File: src/sv/rfs_pkg.sv
`default_nettype none
package rfs_pkg;

  localparam int COORD_BITS_DEF = 12;
  localparam int CUTOFF_W       = 17;
  localparam int SIZE_W         = 13;
  localparam int GREY_W         = 8;
  localparam int DIST_W         = 17;   // normalised distance, q1.16
  localparam int ROOT_USE_W     = 30;   // root bits that matter when not far
  localparam int RAMP_NUM_W     = 24;   // 255 * (1 - d) in q.16
  localparam int FRAC_SHIFT     = 32;   // s << 32 before the square root

  localparam logic [CUTOFF_W-1:0] CUTOFF_RESET = 17'd32768;
  localparam logic [SIZE_W-1:0]   SIZE_RESET   = 13'd256;
  localparam logic [DIST_W-1:0]   ONE_Q16      = 17'd65536;
  localparam logic [DIST_W-1:0]   D_MAX        = 17'd131071;
  localparam logic [GREY_W-1:0]   GREY_FULL    = 8'd255;
  localparam logic [GREY_W-1:0]   GREY_ZERO    = 8'd0;

  // register indexes
  localparam logic REG_CUTOFF = 1'b0;
  localparam logic REG_SIZE   = 1'b1;

  typedef enum logic [2:0] {
    MODE_FULL = 3'b001,
    MODE_ZERO = 3'b010,
    MODE_RAMP = 3'b100
  } mode_t;

endpackage
`default_nettype wire

File: src/sv/rfs_offset.sv
`default_nettype none
module rfs_offset import rfs_pkg::*; #(
  parameter int CW = COORD_BITS_DEF,
  parameter int DW = ((CW + 1) > SIZE_W) ? (CW + 1) : SIZE_W,
  parameter int SW = 2 * DW + 1
) (
  input  wire logic              clk,
  input  wire logic              rst,
  input  wire logic              en,
  input  wire logic              in_valid,
  input  wire logic [CW-1:0]     row,
  input  wire logic [CW-1:0]     column,
  input  wire logic [SIZE_W-1:0] n,
  output logic                   out_valid,
  output logic [SW-1:0]          s,
  output logic                   far
);

  logic [DW-1:0]         n_ext;
  logic [DW-1:0]         tr;
  logic [DW-1:0]         tc;
  logic [DW-1:0]         dx;
  logic [DW-1:0]         dy;
  logic [2*SIZE_W-1:0]   n_sq;
  logic [2*SIZE_W+1:0]   n_sq4;
  logic                  v1;
  logic [SW-1:0]         s_sum;

  assign n_ext = DW'(n);
  assign tr    = DW'({row, 1'b1});
  assign tc    = DW'({column, 1'b1});
  assign n_sq  = {{SIZE_W{1'b0}}, n} * {{SIZE_W{1'b0}}, n};

  // stage 1: absolute half-pixel offsets
  always_ff @(posedge clk) begin
    if (rst) begin
      v1 <= 1'b0;
    end else if (en) begin
      v1 <= in_valid;
    end
  end

  always_ff @(posedge clk) begin
    if (en) begin
      dx    <= (tr >= n_ext) ? (tr - n_ext) : (n_ext - tr);
      dy    <= (tc >= n_ext) ? (tc - n_ext) : (n_ext - tc);
      n_sq4 <= {n_sq, 2'b00};
    end
  end

  // stage 2: squared radius and far test
  assign s_sum = SW'(dx) * SW'(dx) + SW'(dy) * SW'(dy);

  always_ff @(posedge clk) begin
    if (rst) begin
      out_valid <= 1'b0;
    end else if (en) begin
      out_valid <= v1;
    end
  end

  always_ff @(posedge clk) begin
    if (en) begin
      s   <= s_sum;
      far <= ({1'b0, s_sum} >= (SW + 1)'(n_sq4));
    end
  end

endmodule
`default_nettype wire

File: config.mk
export PLATFORM = sky130hd
export DESIGN_NAME = rfs_offset
export DESIGN_NICKNAME = d
export VERILOG_FILES = /design/src/sv/rfs_pkg.sv /design/src/sv/rfs_offset.sv
export SDC_FILE = /design/constraint.sdc
export NUM_CORES = 1
export LEC_CHECK = 0
export BUFFER_PORTS_ARGS = -buffer_cell sky130_fd_sc_hd__buf_2
export CAP_MARGIN = 5
export CELL_PAD_IN_SITES_DETAIL_PLACEMENT = 0
export CELL_PAD_IN_SITES_GLOBAL_PLACEMENT = 1
export CORE_UTILIZATION = 52
export DETAILED_ROUTE_END_ITERATION = 16
export PLACE_DENSITY_LB_ADDON = 0.08
export SLEW_MARGIN = 20
export SYNTH_ARGS = -nofsm -noshare
export SYNTH_HDL_FRONTEND = slang
export SYNTH_SLANG_ARGS = --single-unit
File: constraint.sdc
create_clock -name clk -period 10.9 [get_ports clk]
set_input_delay 0.545 -clock clk [delete_from_list [all_inputs] [get_ports clk]]
set_output_delay 0.545 -clock clk [all_outputs]
set_load 0.005 [all_outputs]
==> flow_summary.ini <==
[outcome]
status = finished clean

[clock_tree]
post_cts_resized = 0
clk_latency_ns = 0.35
ctsHoldBuffers = 0
cts_root_buf = clkbuf_16
post_cts_buffers = 0
cts_buffer_depth = 2
cts-buffers-inserted = 9
cts_sinks = 81
clk_pin_slew_worst_paths_ns = 0.07
cts_tree = yes
htreeDepth = 3

[logic_synthesis]
ys_ff_latch = 81
syn_inst = 2023
postSynthAreaPerCell_um2 = 9.55
synth_cell_types = 67
yosysSeqAreaShare = 0.125
postSynth.asyncResetShare = 0
synthTopCellsByArea = fa_1, ha_1, edfxtp_1
synthFlopType = edfxtp_1
synth_top_area_cell = fa_1
syn-num-nets = 2675
synth_top_area_frac = 0.359
synth-edff-count = 79
synthesis.area_um2 = 19300
ys_warn_count = 0

[worst_setup_path]
crit_fanout = 14
crit_top_cell = fa_1
max_stage_delay_ns = 0.63
cp.arrival_ns = 8.51
critPathKind = flip-flop to flip-flop
start_kind = flip-flop
end_kind = flip-flop
cp.required_ns = 11.00
cpMaxStageDelayCell = edfxtp_1

[die]
die_h_um = 195
rows = 70
dieArea_um2 = 37900
ioPinCount = 70
die_w_um = 195
initial_core_util = 0.527
core_area_um2 = 36600

[layout]
layout-drive-gt1-share = 0.0538
n_fill_cell = 3354
syn2layout_area_growth_pct = 5.51
final_nets = 2709
diodes = 0
fin_area_um2 = 20400
utilization = 0.556

[placed_design]
place.gp.congestion = 0.853
hpwl_um = 38000
io_buffers = 69
place_area_um2 = 20100
dp_slack_ns = 2.49

[timing]
finalSetupTns_ns = 0
relSlewSlack = 0.292
setup_viol = 0
setup_ws_ns = 2.49
finalCriticalPeriod_ns = 8.41
grt_setup_unrepaired = false
fmax_ghz = 0.119
period_share = 0.771
timing.final.hold_violations = 0
worst_pin_slew_ns = 1.06
slew_viol_final = 0
skew_ns = 0.00747

[grt]
grt_usage = 0.252
grt_max_degree = 77
grt_overflow = 0
grt_pass1_vias = 14300
antenna_found_initial = 0
grt_pass1_wl_um = 74200

[route]
drc_errors = 0
wire_per_inst_um = 17.6
drt-total-wl_um = 44600
drt-pass1-iter-count = 5
vias = 13100
drt-initial-drc-count = 596
via_per_inst = 5.19
drtAntennaViolNets = 0

[run]
max_cap_viol_count = 0

[hold_path]
min_path_type = input port to flip-flop
placed cells by master (no fill, tap or decap), drive strengths merged, types with 4 or more instances in the layout:
cell	n
a2111oi	6
a211o	4
a211oi	7
a21o	38
a21oi	83
a31o	4
a31oi	11
and2	86
and3	9
buf	71
clkbuf	11
clkinv	8
edfxtp	79
fa	346
ha	265
inv	528
mux2i	20
nand2	128
nand2b	14
nand3	20
nand4	8
nor2	106
nor2b	17
nor3	16
o211ai	4
o21a	9
o21ai	31
o21bai	12
o31ai	5
or2	4
or3	4
xnor2	51
xor2	27
state kept, by name, indices dropped and copies added (netlist names):
name	count
dx	13
dy	13
far	1
s	27
v1	1
out_valid	1
n_sq4	25
cells in the mapped netlist, types with 19 or more instances:
cell type,count
a21o_1,38
a21oi_1,80
and2_1,85
clkbuf_1,37
edfxtp_1,79
fa_1,346
ha_1,265
inv_1,524
mux2i_1,20
nand2_1,128
nand3_1,20
nor2_1,106
o21ai_0,19
xnor2_1,51
xor2_1,27
per-layer routing:
layer | routed length [um] | track usage
met5 | 0 | 0
met4 | 786 | 0.0594
met3 | 1600 | 0.0252
met2 | 21500 | 0.425
met1 | 20700 | 0.349
final cells by class:
cell class,instances,area [um2],share of cell area
Multi-Input combinational cell,1361,14700,0.722
Tap cell,468,586,0.0287
Inverter,533,2000,0.0982
Clock inverter,5,63.8,0.00313
Clock buffer,11,243,0.0119
Sequential cell,81,2410,0.118
Timing Repair Buffer,71,363,0.0178
metrics by stage:
step                hold WS, ns  instances
floorplan                 0.460       2023
global placement          0.473       2514
detailed placement        0.493       2514
CTS                       0.346       2530
global route              0.359       2530
finish                    0.355       2530
final timing paths:
path,startpoint,endpoint,slack (ns),depth (start not counted)
setup / recovery,dx[4]$_DFFE_PP_,far$_DFFE_PP_,2.49,29
hold / removal,rst,v1$_SDFFE_PP0P_,0.36,2
setup reg to reg,dx[4]$_DFFE_PP_,far$_DFFE_PP_,2.49,29
hold reg to reg,v1$_SDFFE_PP0P_,v1$_SDFFE_PP0P_,0.50,2
logic make-up after synthesis:
logic type,share of synthesized area
mux,0.0110
fa+ha+maj,0.530
buf+inv,0.114
xor+xnor,0.0354
simple gates,0.104
compound gates,0.0802
flops,0.125
worst max-delay path: cells and delay by family (launching register included):
kind	cells	cell delay [ns]
fa+ha+maj	9	4.25
simple gates	7	1.53
compound gates	7	1.39
flops	1	0.63
buf+inv	6	0.35
Power is not shown: default switching activity piles up to over one toggle a cycle in this logic, so the estimate is an artifact.
