[src/sv/rfs_pkg.sv]
`default_nettype none
package rfs_pkg;

  localparam int COORD_BITS_DEF = 12;
  localparam int CUTOFF_W       = 17;
  localparam int SIZE_W         = 13;
  localparam int GREY_W         = 8;
  localparam int DIST_W         = 17;   // normalised distance, q1.16
  localparam int ROOT_USE_W     = 30;   // root bits that matter when not far
  localparam int RAMP_NUM_W     = 24;   // 255 * (1 - d) in q.16
  localparam int FRAC_SHIFT     = 32;   // s << 32 before the square root

  localparam logic [CUTOFF_W-1:0] CUTOFF_RESET = 17'd32768;
  localparam logic [SIZE_W-1:0]   SIZE_RESET   = 13'd256;
  localparam logic [DIST_W-1:0]   ONE_Q16      = 17'd65536;
  localparam logic [DIST_W-1:0]   D_MAX        = 17'd131071;
  localparam logic [GREY_W-1:0]   GREY_FULL    = 8'd255;
  localparam logic [GREY_W-1:0]   GREY_ZERO    = 8'd0;

  // register indexes
  localparam logic REG_CUTOFF = 1'b0;
  localparam logic REG_SIZE   = 1'b1;

  typedef enum logic [2:0] {
    MODE_FULL = 3'b001,
    MODE_ZERO = 3'b010,
    MODE_RAMP = 3'b100
  } mode_t;

endpackage
`default_nettype wire

[src/sv/rfs_sqrt.sv]
`default_nettype none
module rfs_sqrt import rfs_pkg::*; #(
  parameter int XW   = 60,
  parameter int SB_W = 1,
  parameter int RW   = XW / 2
) (
  input  wire logic            clk,
  input  wire logic            rst,
  input  wire logic            en,
  input  wire logic            in_valid,
  input  wire logic [XW-1:0]   x_in,
  input  wire logic [SB_W-1:0] sb_in,
  output logic                 out_valid,
  output logic [RW-1:0]        root_out,
  output logic [SB_W-1:0]      sb_out
);

  logic            v    [0:RW];
  logic [RW-1:0]   root [0:RW];
  logic [RW+1:0]   rem  [0:RW];
  logic [XW-1:0]   x    [0:RW];
  logic [SB_W-1:0] sb   [0:RW];

  assign v[0]    = in_valid;
  assign root[0] = '0;
  assign rem[0]  = '0;
  assign x[0]    = x_in;
  assign sb[0]   = sb_in;

  // one result bit per stage, two radicand bits brought down each time
  for (genvar i = 0; i < RW; i++) begin : g_stage
    logic [RW+3:0] rem_sh;
    logic [RW+3:0] trial;
    logic [RW+3:0] diff;
    logic          take;

    assign rem_sh = {rem[i], x[i][XW-1 -: 2]};
    assign trial  = {2'b00, root[i], 2'b01};
    assign take   = (rem_sh >= trial);
    assign diff   = rem_sh - trial;

    always_ff @(posedge clk) begin
      if (rst) begin
        v[i+1] <= 1'b0;
      end else if (en) begin
        v[i+1] <= v[i];
      end
    end

    always_ff @(posedge clk) begin
      if (en) begin
        rem[i+1]  <= take ? diff[RW+1:0] : rem_sh[RW+1:0];
        root[i+1] <= {root[i][RW-2:0], take};
        x[i+1]    <= x[i] << 2;
        sb[i+1]   <= sb[i];
      end
    end
  end

  assign out_valid = v[RW];
  assign root_out  = root[RW];
  assign sb_out    = sb[RW];

endmodule
`default_nettype wire

[config.mk]
export PLATFORM = sky130hd
export DESIGN_NAME = rfs_sqrt
export DESIGN_NICKNAME = d
export VERILOG_FILES = /design/src/sv/rfs_pkg.sv /design/src/sv/rfs_sqrt.sv
export SDC_FILE = /design/constraint.sdc
export NUM_CORES = 2
export LEC_CHECK = 0
export ABC_AREA = 1
export BUFFER_PORTS_ARGS = -buffer_cell sky130_fd_sc_hd__buf_2
export CAP_MARGIN = 5
export CORE_MARGIN = 2
export CORE_UTILIZATION = 55
export CTS_CLUSTER_SIZE = 10
export DETAILED_ROUTE_END_ITERATION = 12
export PLACE_DENSITY = 0.71
export SYNTH_ARGS = -nofsm -noshare
export SYNTH_HDL_FRONTEND = slang
export SYNTH_SLANG_ARGS = --single-unit
export TNS_END_PERCENT = 20
[constraint.sdc]
create_clock -name clk -period 2.75 [get_ports clk]
set_input_delay 0.275 -clock clk [delete_from_list [all_inputs] [get_ports clk]]
set_output_delay 0.275 -clock clk [all_outputs]
set_load 0.01 [all_outputs]
==> impl_metrics.json <==
{
  "status": "completed",
  "synth_cell_types": 60,
  "route.detailed.wl_per_inst_um": 17.5,
  "layout-drive-gt1-share_pct": 6.41,
  "synth_fp_nets": 14900,
  "worstSetupStartpointType": "flip-flop",
  "routed-via-count": 94200,
  "die_x_um": 480,
  "grt_pass1_vias": 88800,
  "grt_max_degree": 118,
  "critPathMaxStageDelay_ns": 0.47,
  "rsz0062_at_grt": "true",
  "combPwrFrac_pct": 22.9,
  "clock-skew-final_ns": 0.0560,
  "avgSynthCellArea_um2": 8.71,
  "synth_cells": 14300,
  "drtPass1Iterations": 9,
  "clockRootBuffer": "clkbuf_16",
  "synth_area_leaders": "edfxtp_1 54%, nand2_1 15%, inv_1 7.4%, ha_1 5.0%, nor2_1 3.6%",
  "nFillCells": 19300,
  "core_region_area_mm2": 0.225,
  "setup_viol": 0,
  "vdd_ir_drop_max_mv": 0.615,
  "clk_pin_slew_ns": 0.06,
  "htreeDepth": 5,
  "end_kind": "flip-flop",
  "tightest_slew_ns": 0.860,
  "yosys_most_used_dff": "edfxtp_1",
  "yosysMostFrequentCell": "nand2_1",
  "max-cap-violations": 0,
  "grt.overflow.total": 0,
  "crit_type": "flip-flop to flip-flop",
  "seqPwrFrac_pct": 44.9,
  "cpMaxStageDelayCell": "edfxtp_1",
  "ys_seq_elements": 2277,
  "cp_cell_sequence": "ha_1, nand2_1, nor2_1, inv_1, nor3_2, nand2_1, nand2_1, nor2_1, nand2_2, inv_2, buf_12, nand2_1, nand2_1",
  "fin_tns_setup_ns": 0,
  "p_sw_share_pct": 31.0,
  "crit_fanout": 19,
  "gp_congestion": 0.971,
  "synth_edf_count": 2247,
  "post-route-cell-area_mm2": 0.139,
  "netlist_area_mm2": 0.124,
  "dp_hpwl_um": 245000,
  "power_density_mw_per_mm2": 729,
  "synth-seq-area-share_pct": 54.7,
  "clkPwrFrac_pct": 32.2,
  "hp-class": "primary input to flip-flop",
  "clock_path_buffers": 4,
  "initial_utilization_pct": 55.3,
  "ys_top_cells_by_count": "4,883 x nand2_1, 2,469 x inv_1, 2,247 x edfxtp_1",
  "cts_setup_buffers": 0,
  "cp.required_ns": 3.37,
  "drt_wl_total_um": 316000,
  "internal-power_mw": 70.1,
  "io_buffers": 96,
  "crit_top_cell": "nand2_1",
  "antenna_found_initial": 4,
  "worst_ep_arrival_time_ns": 3.24,
  "drc": 0,
  "regArea_mm2": 0.0681,
  "num_rows": 174,
  "syn2layout_area_growth_pct": 11.9,
  "drt_iter0_drc": 8805,
  "fmax_mhz": 382,
  "nNetsFinal": 15500,
  "synthArstFlopShare_pct": 0,
  "placed_cell_area_mm2": 0.130,
  "period_share_pct": 95.1,
  "maxSlewHeadroom_pct": 42.6,
  "leakagePower_nw": 63.9,
  "cp_num_buf_inv": 3,
  "finalCriticalPeriod_ns": 2.62,
  "io_pins": 97,
  "netlist.area_leader.share_pct": 54.2,
  "via_per_inst": 5.23,
  "yosys.area.top_type": "edfxtp_1",
  "detail-route-antenna-nets": 0,
  "grt.total_usage_pct": 27.2,
  "die_h_um": 480,
  "insertion_delay_ns": 0.93,
  "yosys_warnings": 0,
  "cts_buffers": 288,
  "multi_input_area_mm2": 0.0461,
  "hold_viol": 0,
  "slew_violations": 0,
  "cp_top_family": "simple AND/OR/NAND/NOR gates",
  "grt_pass1_wl_um": 492000,
  "cts_tree": "yes",
  "switchingPower_mw": 31.4,
  "clock_sinks": 2277,
  "die-area_mm2": 0.230
}
[final cells by class]
type                    count  area share [%]
diodes                      3         0.00539
clock buffers             328            5.35
clock inverters            44           0.294
inverters                2496            6.74
multi-input cells        9393            33.1
flip-flops and latches   2277            48.9
well taps                2992            2.69
repair buffers            474            2.92
[registers in the layout, summed over array words and instances, names as in the netlist]
signal          count
sb                 29
root_out           30
v                  29
g_stage.rem_sh    940
sb_out              1
out_valid           1
x                 812
g_stage.trial     435
[power groups by stage]
stage	Combinational [mW]	Clock, mW	Sequential, mW
global placement	22.6	0	46.2
detailed placement	22.8	0	46.2
finish	23.3	32.7	45.6
CTS	23.0	33.4	45.6
floorplan	15.9	0	44.9
global route	26.3	34.7	45.9
[layer usage]
metal  routed length (µm)  up-vias  GRT usage [%]  part of all wire, %
met3                18900      572           3.23                  6.0
met5                   11        -              0               0.0035
met1               140000    43400           37.8                   44
li1                     -    47300              -                    -
met4                10000        2           8.49                  3.2
met2               146000     2926           44.7                   46
[cell usage in the layout, fill, tap and decap left out, types with 43 or more instances in the layout]
cell	n
nor3_1	177
edfxtp_1	2247
buf_2	95
o21ai_0	250
nand2_1	4883
nor2_2	48
buf_4	252
buf_12	43
a21oi_1	547
ha_1	495
inv_1	2469
nand3_1	769
xnor2_1	106
dlygate4sd3_1	82
nand3b_1	110
nor2_1	1176
xor2_1	268
clkbuf_16	292
nand4_1	200
[per-stage QoR]
stage / power [mW] / instances / utilization [%] / worst slack [ns] / hold slack (ns)
2_1_floorplan: 60.8 / 14300 / - / 0.658 / 0.374
3_3_place_gp: 68.8 / 17600 / 58.0 / 0.133 / 0.400
3_5_place_dp: 69.0 / 17600 / 58.0 / 0.116 / 0.405
4_1_cts: 102 / 18000 / 61.9 / 0.0949 / 0.000652
5_1_grt: 107 / 18000 / 61.9 / -0.0993 / 0.0173
6_report: 102 / 18000 / 61.9 / 0.134 / 0.0649
[kinds of logic after synthesis]
logic type,Yosys count,synth area share [%]
adder cells (fa/ha/maj),496,4.99
AO/OA/AOI/OAI,960,4.24
flip-flops,2277,54.7
XOR/XNOR,374,2.63
other,1,0.00301
buffers and inverters,2624,8.29
AND/OR/NAND/NOR,7562,25.1
[what timing repair did]
item                       4_1_cts  5_1_grt
hold endpoints to repair       124        0
hold buffers                    82        0
resized for setup                0       14
setup endpoints to repair        0       88
[worst paths after layout]
check	from	endpoint	slack [ns]	cells past startpoint
worst max-delay path	g_stage[24].rem_sh[18]	g_stage[25].rem_sh[10]	0.13	13
worst min-delay path	x_in[32]	x[1774]	0.06	2
worst max register to register	g_stage[24].rem_sh[18]	g_stage[25].rem_sh[10]	0.13	13
worst min register to register	sb[6]	sb[5]	0.39	0
(Power assumes the default switching activity.)
