===== config.mk =====
export PLATFORM = sky130hd
export DESIGN_NAME = rfs_div
export DESIGN_NICKNAME = d
export VERILOG_FILES = /design/src/sv/rfs_pkg.sv /design/src/sv/rfs_div.sv
export SDC_FILE = /design/constraint.sdc
export NUM_CORES = 1
export LEC_CHECK = 0
export BUFFER_PORTS_ARGS = -buffer_cell sky130_fd_sc_hd__clkbuf_2
export CORE_ASPECT_RATIO = 0.75
export CORE_MARGIN = 3
export CORE_UTILIZATION = 57
export CTS_CLUSTER_DIAMETER = 200
export DETAILED_ROUTE_END_ITERATION = 7
export PLACE_DENSITY_LB_ADDON = 0.05
export REMOVE_ABC_BUFFERS = 1
export SYNTH_ARGS = -nofsm -noshare
export SYNTH_HDL_FRONTEND = slang
export SYNTH_SLANG_ARGS = --single-unit

===== constraint.sdc =====
create_clock -name clk -period 2.8 [get_ports clk]
set_input_delay 0.14 -clock clk [delete_from_list [all_inputs] [get_ports clk]]
set_output_delay 0.14 -clock clk [all_outputs]
set_load 0.005 [all_outputs]

===== src/sv/rfs_pkg.sv =====
`default_nettype none
package rfs_pkg;

  localparam int COORD_BITS_DEF = 12;
  localparam int CUTOFF_W       = 17;
  localparam int SIZE_W         = 13;
  localparam int GREY_W         = 8;
  localparam int DIST_W         = 17;   // normalised distance, q1.16
  localparam int ROOT_USE_W     = 30;   // root bits that matter when not far
  localparam int RAMP_NUM_W     = 24;   // 255 * (1 - d) in q.16
  localparam int FRAC_SHIFT     = 32;   // s << 32 before the square root

  localparam logic [CUTOFF_W-1:0] CUTOFF_RESET = 17'd32768;
  localparam logic [SIZE_W-1:0]   SIZE_RESET   = 13'd256;
  localparam logic [DIST_W-1:0]   ONE_Q16      = 17'd65536;
  localparam logic [DIST_W-1:0]   D_MAX        = 17'd131071;
  localparam logic [GREY_W-1:0]   GREY_FULL    = 8'd255;
  localparam logic [GREY_W-1:0]   GREY_ZERO    = 8'd0;

  // register indexes
  localparam logic REG_CUTOFF = 1'b0;
  localparam logic REG_SIZE   = 1'b1;

  typedef enum logic [2:0] {
    MODE_FULL = 3'b001,
    MODE_ZERO = 3'b010,
    MODE_RAMP = 3'b100
  } mode_t;

endpackage
`default_nettype wire


===== src/sv/rfs_div.sv =====
`default_nettype none
module rfs_div import rfs_pkg::*; #(
  parameter int NUM_W = 30,
  parameter int DEN_W = 13,
  parameter int Q_W   = 17,
  parameter int SB_W  = 1,
  parameter int RM_W  = ((NUM_W - Q_W) > DEN_W) ? (NUM_W - Q_W) : DEN_W
) (
  input  wire logic             clk,
  input  wire logic             rst,
  input  wire logic             en,
  input  wire logic             in_valid,
  input  wire logic [NUM_W-1:0] num,
  input  wire logic [DEN_W-1:0] den,
  input  wire logic [SB_W-1:0]  sb_in,
  output logic                  out_valid,
  output logic [Q_W-1:0]        quot,
  output logic [SB_W-1:0]       sb_out
);

  // restoring division, one quotient bit per stage; quotient known to fit q_w

  logic            v   [0:Q_W];
  logic [RM_W-1:0] rem [0:Q_W];
  logic [Q_W-1:0]  lo  [0:Q_W];
  logic [Q_W-1:0]  q   [0:Q_W];
  logic [SB_W-1:0] sb  [0:Q_W];

  assign v[0]   = in_valid;
  assign rem[0] = RM_W'(num[NUM_W-1:Q_W]);
  assign lo[0]  = num[Q_W-1:0];
  assign q[0]   = '0;
  assign sb[0]  = sb_in;

  for (genvar i = 0; i < Q_W; i++) begin : g_stage
    logic [RM_W:0] t;
    logic [RM_W:0] d_ext;
    logic          take;

    assign t     = {rem[i], lo[i][Q_W-1]};
    assign d_ext = (RM_W + 1)'(den);
    assign take  = (t >= d_ext);

    always_ff @(posedge clk) begin
      if (rst) begin
        v[i+1] <= 1'b0;
      end else if (en) begin
        v[i+1] <= v[i];
      end
    end

    always_ff @(posedge clk) begin
      if (en) begin
        rem[i+1] <= take ? RM_W'(t - d_ext) : RM_W'(t);
        lo[i+1]  <= lo[i] << 1;
        q[i+1]   <= {q[i][Q_W-2:0], take};
        sb[i+1]  <= sb[i];
      end
    end
  end

  assign out_valid = v[Q_W];
  assign quot      = q[Q_W];
  assign sb_out    = sb[Q_W];

endmodule
`default_nettype wire

==> results of run 1 <==
layer usage:
layer | track usage [%] | vias to the layer above
met2 | 34.7 | 415
met3 | 3.48 | 79
li1 | - | 8954
met5 | 0 | -
met4 | 6.65 | 0
met1 | 35.6 | 8948
through the flow:
stage	util [%]	setup TNS (ps)	hold WS, ps
final	71.3	-19.0	7.99
after global placement	65.1	-18520	318
after floorplan	-	-17200	212
after CTS	69.9	-197	1.39
after detailed placement	65.1	-22240	319
after global routing	71.3	-3460	0.533
area by class of cell:
| class | instances | area [sq um] |
|---|---|---|
| Multi-Input combinational cell | 1452 | 12300 |
| Sequential cell | 531 | 15800 |
| Inverter | 75 | 284 |
| Fill cell | 3308 | 13800 |
| Timing Repair Buffer | 395 | 3390 |
| Clock buffer | 67 | 1400 |
| Clock inverter | 31 | 259 |
| Tap cell | 639 | 800 |
power groups by stage:
stage	Sequential, mW	Combinational [mW]	Clock [mW]
2_1_floorplan	12.2	11.0	0
3_3_place_gp	12.6	15.1	0
3_5_place_dp	12.7	15.7	0
4_1_cts	12.5	16.4	7.01
5_1_grt	12.7	19.0	7.32
6_report	12.5	17.3	6.85
critical path, cell delays in order, from the launching register on:
cell and delay [ps]:
edfxtp_1 390, inv_2 90, ha_4 130, fa_2 220, nor2b_2 50, o21ai_1 130
nand2b_1 130, o41ai_4 370, buf_4 180, o211ai_1 80, a211o_1 350, buf_12 160
mux2_2 270
cells by family after synthesis:
family | after synthesis | synth area share (%)
xor+xnor | 138 | 4.31
fa+ha+maj | 237 | 11.0
simple gates | 407 | 7.31
flops | 531 | 56.2
buf+inv | 120 | 1.98
mux | 204 | 8.07
compound gates | 465 | 11.1
state kept, by name (all words and copies together) (netlist names):
name       flops
sb            16
g_stage.t    224
out_valid      1
sb_out         1
quot          17
lo           120
q            136
v             16
cells in the final DEF (no fill, tap or decap), types with 30 or more instances in the layout:
cell type / count
mux2_4: 32
buf_4: 250
a21oi_1: 102
ha_1: 207
o21ai_0: 87
mux2i_1: 49
edfxtp_1: 514
nand3_1: 30
buf_12: 31
xnor2_1: 79
xor2_1: 59
nor2_1: 112
mux2_2: 121
o21a_1: 37
clkbuf_16: 57
dlygate4sd3_1: 33
clkbuf_2: 65
a21o_1: 65
inv_1: 62
nand2b_1: 40
nor3_1: 34
nand2_1: 87
what timing repair did:
item / in CTS / in global routing
endpoints found under the setup margin: 147 / 192
hold endpoints to repair: 47 / 0
pin swaps: 18 / 47
hold buffers: 33 / 0
gates cloned: 2 / 4
gates resized for setup: 55 / 103
setup buffers: 9 / 32
path summary, 6_finish.rpt:
check | from | to | depth (start not counted)
worst max-delay path | g_stage[1].t[0] | g_stage[2].t[6] | 12
worst max register to register | g_stage[1].t[0] | g_stage[2].t[6] | 12
worst min register to register | q[153] | q[137] | 0
worst min-delay path | en | lo[277] | 1
cell usage after synthesis (9+ instances only):
master    number  area share (%)
edfxtp_1     514              55
a211o_1       17            0.53
a21oi_1      105             1.9
o31a_1        14            0.44
nand2b_1      42            0.94
o41ai_1        9            0.28
fa_1          16             1.1
o21a_1        37            0.99
dfxtp_1       17             1.2
o211ai_1      12            0.32
xnor2_1       79             2.5
and4_1         9            0.28
a211oi_1      10            0.27
o31ai_1       19            0.51
buf_2         13            0.23
ha_1         221             9.9
mux2i_1       51             1.8
a31oi_1       14            0.31
nor2_1       112             1.5
nor2b_1       33            0.74
inv_1         75             1.0
o21ai_0       99             1.8
xor2_1        59             1.8
a21o_1        65             1.7
nand3_1       30            0.54
nand2_1       87             1.2
nor3_1        35            0.62
buf_4         18            0.48
mux2_2       145             5.8
clkbuf_1      10            0.13
nand4_1       24            0.54
==> flow_summary.yaml, run 1 <==
power_and_ir_drop:
  power_frac_seq_pct: 34.2
  p_leak_nw: 13.8
  p_int_mw: 24.5
  pwr-share-clk_pct: 18.7
  switchingPower_mw: 12.2
  switching_share_pct: 33.3
  ir_drop_mv: 0.584
  powerDensity_nw_per_um2: 1070
  power_frac_comb_pct: 47.1
  fin_total_pwr_mw: 36.7
cts:
  clk_path_buf_depth: 3
  cts_tree: "built"
  cts_root_buf: "clkbuf_16"
  htree_levels: 2
  cts_buffers: 53
  clk_latency_ps: 610
  clkSlewWorstSetupHoldPaths_ps: 60
  numClockSinks: 531
worst_setup_path:
  r2r_setup_slack_ps: -10
  worstSetupPathType: "register to register"
  cp_max_fo: 12
  start_kind: "register"
  cp.arrival_ps: 3160
  required_ps: 3150
  critPathCaptureType: "register"
timing:
  fmax_mhz: 356
  worst_slew_pin_slew_ps: 761
  hold_viol_final: 0
  clock_skew_ps: 15.2
  timing.final.crit_share_pct: 100
  slew_headroom_pct: 48.0
  maxSlewViolCount: 0
  min_period_ps: 2810
  setup_ws_ps: -9.79
  finalSetupViolCount: 4
  rsz0062_at_grt: "yes"
routing:
  drcViolationCount: 0
  vias_per_cell: 5.77
  wl_met2_um: 26500
  wl_met3_um: 3040
  ant_nets: 0
  top_layer_used: "met4"
  first_iter_violations: 1601
  drt_wl_total_um: 60800
  vias: 18400
  wl_met1_um: 29700
  routedWlPerCell_um: 19.1
  firstDrtPassIters: 8
grt:
  grt_max_degree: 78
  grt_first_pass_wirelength_um: 96200
  grt_pass1_vias: 17900
  antenna_found_initial: 1
  overflow: 0
  grt_usage_pct: 23.3
synthesis:
  netlist_instances: 2102
  synth_area_per_cell_sq_um: 13.3
  synth_edf_count: 514
  ys_seq_elements: 531
  syn-cell-area_sq_um: 28100
  yosys.cell_types.count: 70
  ys_seq_area_share_pct: 56.2
  ys_async_sr_fraction_pct: 0
  yosysWarnings: 0
  synth_top_flop_cell: "edfxtp_1"
finish:
  diodes: 0
  fin_nets: 2793
  area_growth_syn_to_layout_pct: 21.9
  drive_gt1_share_pct: 27.1
  design_area_sq_um: 34200
  fin_cells: 3190
floorplanning:
  start_util_pct: 58.5
  die-area_sq_um: 51900
  die_h_um: 198
  coreArea_sq_um: 48000
  die_w_um: 262
  pin_count: 67
  rows: 69
outcome:
  violations: "negative setup slack"
  status: "finished, violations left"
placement:
  placed_area_sq_um: 31200
  dp_slack_ps: -277
  dp.cells: 3015
  numPortBuffers: 66
  post-dp-hpwl_um: 42000
  gp_congestion: 0.889
job:
  maxCapViolCount: 0
hold_path:
  min_path_type: "input port to register"
(Power assumes the default switching activity.)
==> run 2: changes to the inputs <==
- CORE_UTILIZATION: 57 -> 58
- SLEW_MARGIN: unset -> 20
- clock period: 2.8 -> 2.6 ns (I/O delays scaled with it)
==> run 2 against run 1 <==
Largest power group unchanged. Global-route usage increased by 2.2 points. Utilization increased by 5.0 points. Die area decreased by 1.7%. Sequential share of layout area decreased by 2.6 points. The run still ends with negative setup slack left. First-iteration DRC count decreased by 9.2%. Total power increased by 16%. Register-to-register slack got worse by 260 ps.
==> flow_summary.yaml, run 2 (same netlist as run 1, synthesis figures left out) <==
cts:
  numClockSinks: 531
  clk_path_buf_depth: 3
  clk_latency_ps: 600
  cts_buffers: 53
  clkSlewWorstSetupHoldPaths_ps: 60
  cts_tree: "built"
  htree_levels: 2
  cts_root_buf: "clkbuf_16"
placement:
  dp.cells: 3200
  dp_slack_ps: -752
  numPortBuffers: 66
  post-dp-hpwl_um: 44100
  gp_congestion: 0.916
outcome:
  status: "finished, violations left"
  violations: "negative setup slack"
grt:
  overflow: 0
  grt_max_degree: 92
  grt_usage_pct: 25.5
  use_met1_pct: 37.8
  grt_first_pass_wirelength_um: 103000
  grt-busiest-layer: "met2"
  grt_util_met3_pct: 3.34
  antenna_found_initial: 0
  use_met2_pct: 39.9
  grt_pass1_vias: 19500
timing:
  maxSlewViolCount: 0
  worst_slew_pin_slew_ps: 608
  hold_viol_final: 0
  rsz0062_at_grt: "yes"
  fmax_mhz: 349
  clock_skew_ps: 22.2
  timing.final.crit_share_pct: 110
  tns_ps: -13830
  min_period_ps: 2870
  finalSetupViolCount: 130
  setup_ws_ps: -266
  slew_headroom_pct: 59.3
finish:
  fin_cells: 3396
  final_common_cell: "edfxtp_1"
  final_cell_mix: "514 x edfxtp_1, 434 x buf_4, 197 x ha_1"
  largest_reg_flops: 224
  drive_gt1_share_pct: 34.1
  fin_nets: 2998
  area_growth_syn_to_layout_pct: 29.2
  diodes: 0
  n_fill_cell: 2955
routing:
  vias: 19300
  ant_nets: 0
  routedWlPerCell_um: 19.2
  first_iter_violations: 1453
  firstDrtPassIters: 5
  drt_wl_total_um: 65100
  drcViolationCount: 0
  vias_per_cell: 5.68
power_and_ir_drop:
  power_frac_seq_pct: 32.0
  switching_share_pct: 32.8
  pwr-share-clk_pct: 18.5
  ir_drop_mv: 0.849
  fin_total_pwr_mw: 42.5
  p_int_mw: 28.5
  switchingPower_mw: 13.9
  power_frac_comb_pct: 49.5
  p_leak_nw: 15.0
  powerDensity_nw_per_um2: 1170
floorplanning:
  start_util_pct: 59.0
  die-area_sq_um: 51100
  pin_count: 67
  rows: 69
  die_w_um: 260
  coreArea_sq_um: 47600
  die_h_um: 196
hold_path:
  min_path_type: "input port to register"
worst_setup_path:
  crit_family: "compound AO/OA/AOI/OAI gates"
  path_buf_inv: 2
  worstSetupPathType: "register to register"
  crit_chain: "inv_2 > ha_4 > fa_2 > nand2b_4 > a21oi_4 > o21a_1 > nor2_2 > o21a_1 > o21ai_4 > buf_8 > mux2_4"
  critical-path-max-stage-delay_ps: 490
  required_ps: 2940
  cp_max_fo: 7
  critPathCaptureType: "register"
  worst_path_max_delay_cell: "edfxtp_1"
  start_kind: "register"
  cp.arrival_ps: 3210
  crit_top_cell: "o21a_1"
job:
  maxCapViolCount: 0
## run 2: final cells by class
cell class	count	area [sq um]	share of cell area [%]
Clock inverter	37	403	1.11
Tap cell	639	800	2.20
Timing Repair Buffer	599	4980	13.7
Clock buffer	62	1390	3.83
Inverter	75	282	0.776
Multi-Input combinational cell	1453	12600	34.9
Sequential cell	531	15800	43.5
## run 2: worst reg2reg max path, delay by kind of cell, from the launching register on
kind            cells  cell delay [ps]
flops               1              490
fa+ha+maj           2              520
simple gates        2              230
compound gates      4              780
buf+inv             2              290
mux                 1              320
## run 2: metal layers
layer / share of wire, % / wire length, um / vias to the layer above
met5: 0 / 0 / -
met3: 4.8 / 3130 / 97
met2: 45 / 29600 / 469
li1: - / - / 9349
met4: 2.3 / 1470 / 0
met1: 47 / 30900 / 9382
## run 2: final timing paths
path / from / endpoint / slack (ps) / cells past startpoint
max: g_stage[14].t[0] / g_stage[15].t[3] / -270 / 11
min: num[17] / g_stage[1].t[2] / 80 / 3
max reg2reg: g_stage[14].t[0] / g_stage[15].t[3] / -270 / 11
min reg2reg: lo[232] / lo[216] / 420 / 0
## run 2: per-stage QoR
stage	hold WS, ps	utilization (%)	instance area, sq um
6_report	83.9	76.2	36300
5_1_grt	63.6	76.2	36300
4_1_cts	47.6	74.9	35700
3_5_place_dp	309	68.5	32600
3_3_place_gp	306	68.5	32600
2_1_floorplan	202	-	27800
## run 2: what timing repair did
action / 4_1_cts / 5_1_grt
endpoints found under the hold margin: 79 / 0
pin swaps: 55 / 54
setup buffers: 34 / 30
setup endpoints to repair: 196 / 213
resized for setup: 153 / 99
gates cloned: 5 / 2
hold buffers: 35 / 0
## run 2: power by group through the flow
stage / Sequential [mW] / Combinational [mW] / Clock (mW)
after floorplan: 13.1 / 11.8 / 0
after global placement: 13.7 / 17.7 / 0
after detailed placement: 13.7 / 18.4 / 0
after CTS: 13.6 / 20.0 / 8.02
after global routing: 13.8 / 22.9 / 8.35
final: 13.6 / 21.0 / 7.84
